`config.mk`:
```
export PLATFORM = sky130hd
export DESIGN_NAME = ffba_ram
export DESIGN_NICKNAME = d
export VERILOG_FILES = /design/src/ffba_ram.sv
export SDC_FILE = /design/constraint.sdc
export NUM_CORES = 2
export LEC_CHECK = 0
export ABC_CLOCK_PERIOD_IN_PS = 2850
export BUFFER_PORTS_ARGS = -buffer_cell sky130_fd_sc_hd__buf_2
export CORE_ASPECT_RATIO = 0.5
export CORE_MARGIN = 4
export CORE_UTILIZATION = 40
export CTS_CLUSTER_SIZE = 16
export DETAILED_ROUTE_END_ITERATION = 7
export GPL_TIMING_DRIVEN = 0
export PLACE_DENSITY = 0.52
export SETUP_SLACK_MARGIN = 0.5
export SYNTH_ARGS = -nofsm -noshare
export SYNTH_HDL_FRONTEND = slang
export SYNTH_SLANG_ARGS = --single-unit
```
`constraint.sdc`:
```
create_clock -name i_clk -period 2.85 [get_ports i_clk]
set_input_delay 0.285 -clock i_clk [delete_from_list [all_inputs] [get_ports i_clk]]
set_output_delay 0.285 -clock i_clk [all_outputs]
set_load 0.01 [all_outputs]
```
`src/ffba_ram.sv`:
```
// Generic simple dual-port RAM: one write port, one read port, registered read.
// Depends on nothing.
module ffba_ram #(
    parameter int unsigned WIDTH = 8,
    parameter int unsigned DEPTH = 256
) (
    input  logic                     i_clk,
    input  logic                     i_we,
    input  logic [$clog2(DEPTH)-1:0] i_waddr,
    input  logic [WIDTH-1:0]         i_wdata,
    input  logic [$clog2(DEPTH)-1:0] i_raddr,
    output logic [WIDTH-1:0]         o_rdata
);
    logic [WIDTH-1:0] r_mem [DEPTH];

    always_ff @(posedge i_clk) begin
        if (i_we) begin
            r_mem[i_waddr] <= i_wdata;
        end
        o_rdata <= r_mem[i_raddr];
    end
endmodule

```
==> flow_metrics.py <==
metrics = {
    "status": {
        "status": "finished, violations left",
        "violations": "negative hold slack",
    },
    "clock_network": {
        "clockBufferDepth": 4,
        "insertion_delay_ns": 0.84,
        "cts_sinks": 2056,
        "cts_tree": "yes",
        "htreeDepth": 4,
        "cts-root-buf": "clkbuf_16",
        "cts_buffers": 193,
        "path_clk_slew_ns": 0.07,
    },
    "floorplan": {
        "core-area_sq_um": 197000,
        "fp.dieH_microns": 323,
        "fp-row-count": 115,
        "start_util_pct": 40.4,
        "ios": 34,
        "dieArea_sq_um": 207000,
        "die_w_microns": 639,
    },
    "drt": {
        "post-route-drc-count": 0,
        "wl_per_cell_microns": 38.4,
        "viasPerCell": 6.19,
        "drt-initial-drc-count": 6557,
        "drt-total-wl_microns": 261000,
        "vias": 42000,
        "antenna_left": 0,
        "dr.pass1.iters": 5,
    },
    "power": {
        "seqPwrFrac_pct": 53.0,
        "power_frac_clock_pct": 40.6,
        "swShare_pct": 22.5,
        "vdd_ir_drop_max_uv": 474,
        "power_density_nw_per_um2": 683,
        "power_leakage_nw": 28.0,
        "power_mw": 62.9,
        "combPwrFrac_pct": 6.5,
        "netSwitchingPower_mw": 14.2,
        "internal_power_mw": 48.8,
    },
    "timing": {
        "rsz0062_at_grt": "true",
        "setup_violations": 0,
        "whs_ns": -0.00217,
        "max_freq_mhz": 390,
        "setup_tns_ns": 0,
        "fin_crit_ns": 2.57,
        "post-route-period-util_pct": 90.1,
        "slew_violations": 0,
        "relSlewSlack_pct": 5.98,
        "hold_viol_final": 2,
        "tightest_slew_ns": 1.41,
        "setup_ws_ns": 0.283,
        "skew_ns": 0.0272,
    },
    "critical_path": {
        "endpoint_kind": "register",
        "path_class": "primary input to register",
        "path_max_fanout": 10,
        "crit_path_start_kind": "primary input",
        "path_cells": "buf_2 -> clkbuf_2 -> buf_4 -> mux4_2 -> a22oi_1 -> a21oi_1 -> a211oi_4 -> nor4_4",
        "critical_path.top_delay_family": "buffers and inverters",
        "arrival_ns": 3.26,
        "critical_path.max_stage_delay_ns": 0.56,
        "cp.buffers_inverters": 3,
        "slowest_stage": "a211oi_4",
        "required_ns": 3.54,
    },
    "placed_design": {
        "port_buffers": 26,
        "hpwl_microns": 173000,
        "placed_cell_area_sq_um": 83500,
        "gp_congestion": 0.917,
        "pre_cts_slack_ns": -2.40,
        "dp_cells": 6410,
    },
    "grt": {
        "antenna_found_initial": 19,
        "gr-usage-all-layers_pct": 25.0,
        "grt_max_degree": 148,
        "grt_pass1_wl_microns": 350000,
        "overflow": 0,
        "grt_pass1_vias": 40900,
    },
    "layout": {
        "nets": 4028,
        "final_area_sq_um": 92100,
        "final_layout_size_suffix_gt1_share_pct": 30.7,
        "fin_cells": 6788,
        "synthToLayoutAreaGrowth_pct": 15.7,
        "final_core_util_pct": 46.7,
    },
    "synthesis": {
        "ys_seq_area_share_pct": 77.5,
        "ys.flop_type": "edfxtp_1",
        "synth_cells": 3733,
        "async_flop_share_pct": 0,
        "avgSynthCellArea_sq_um": 21.3,
        "synth_fp_nets": 3759,
        "synth.distinct_cells": 55,
        "yosys_warnings": 0,
        "syn-cell-area_sq_um": 79600,
        "synth_edf_count": 2048,
        "synth_seq_cells": 2056,
    },
    "worst_hold_path": {
        "hold_class": "primary input to register",
    },
    "job": {
        "cap_violations": 0,
    },
}
power by group through the flow:
stage,Combinational [mW],Sequential (mW),Clock [mW]
after floorplan,1.62,34.0,0
after global placement,3.53,34.1,0
after detailed placement,3.66,34.0,0
after CTS,3.92,33.3,25.7
after global routing,4.14,33.3,27.0
final,4.06,33.3,25.5
cells in the final DEF (no fill, tap or decap), drive strengths merged, types with 12 or more instances in the layout:
master / instances
nand3: 34
clkbuf: 335
nor2: 282
o221ai: 47
buf: 197
a21oi: 96
clkinv: 89
o21ai: 12
nor4: 27
mux2i: 134
bufinv: 17
nor2b: 31
o22ai: 28
a22oi: 133
a221oi: 14
nor3: 22
a211oi: 16
mux4: 456
edfxtp: 2048
nand2: 33
cell usage after synthesis (10+ instances only):
library cell,instances,area [sq um]
buf_8,13,195
o21ai_0,10,50.1
nand4_1,10,62.6
buf_1,22,82.6
nor4_1,24,150
a21oi_1,96,480
a221oi_1,13,114
a211oi_1,16,120
buf_2,31,155
buf_6,21,236
mux2i_1,134,1340
edfxtp_1,2048,61500
nand3_1,34,170
nand2_1,33,124
nor3_1,22,110
o22ai_1,28,175
nor2b_1,31,194
o221ai_1,46,403
a22oi_1,133,998
o211ai_1,10,75.1
clkbuf_1,111,417
buf_4,27,203
nor2_1,282,1060
mux4_2,454,10200
worst register-to-register path, delay by kind of cell, from the launching register on:
family	cells	cell delay [ns]
AO/OA/AOI/OAI	3	1.16
multiplexers	1	0.48
AND/OR/NAND/NOR	2	0.40
flip-flops	1	0.36
registers in the layout, summed over array words and instances, names as in the netlist:
name	flops
r_mem	2048
o_rdata	8
cell families (layout without fill, tap and decap cells):
family                 after synthesis  after routing  synth area share (%)
other                                0              7                     0
flip-flops                        2056           2056                  77.5
AO/OA/AOI/OAI                      385            385                  3.42
multiplexers                       591            591                  14.6
AND/OR/NAND/NOR                    466            466                  2.63
buffers and inverters              235            651                  1.83
per-layer routing:
layer / wire length [microns] / GRT usage [%]
met5: 196 / 0.919
met4: 6340 / 6.03
met3: 27800 / 6.44
met2: 116000 / 37.3
met1: 111000 / 36.8
layout make-up:
cell class / instances / area, sq um
inverters: 2 / 8.76
plain buffers: 233 / 1990
diodes: 7 / 17.5
well taps: 2632 / 3290
flip-flops and latches: 2056 / 61700
clock buffers: 231 / 5070
multi-input cells: 1442 / 18300
clock inverters: 111 / 950
fillers: 16400 / 105000
repair buffers: 74 / 846
repair_timing:
action / CTS / global route
gates resized for setup: 500 / 168
pin swaps: 13 / 23
hold endpoints to repair: 116 / 0
setup endpoints to repair: 1435 / 1038
setup buffers: 17 / 9
hold buffers: 3 / 0
worst paths after layout:
check	start	end	slack, ns	cells after the start
hold / removal	i_wdata[5]	r_mem[129][5]	-0.002	1
hold reg to reg	r_mem[74][0]	o_rdata[0]	1.25	5
setup reg to reg	r_mem[82][6]	o_rdata[6]	0.30	6
setup / recovery	i_raddr[3]	o_rdata[5]	0.28	8
Power figures use the tool's default switching activity.
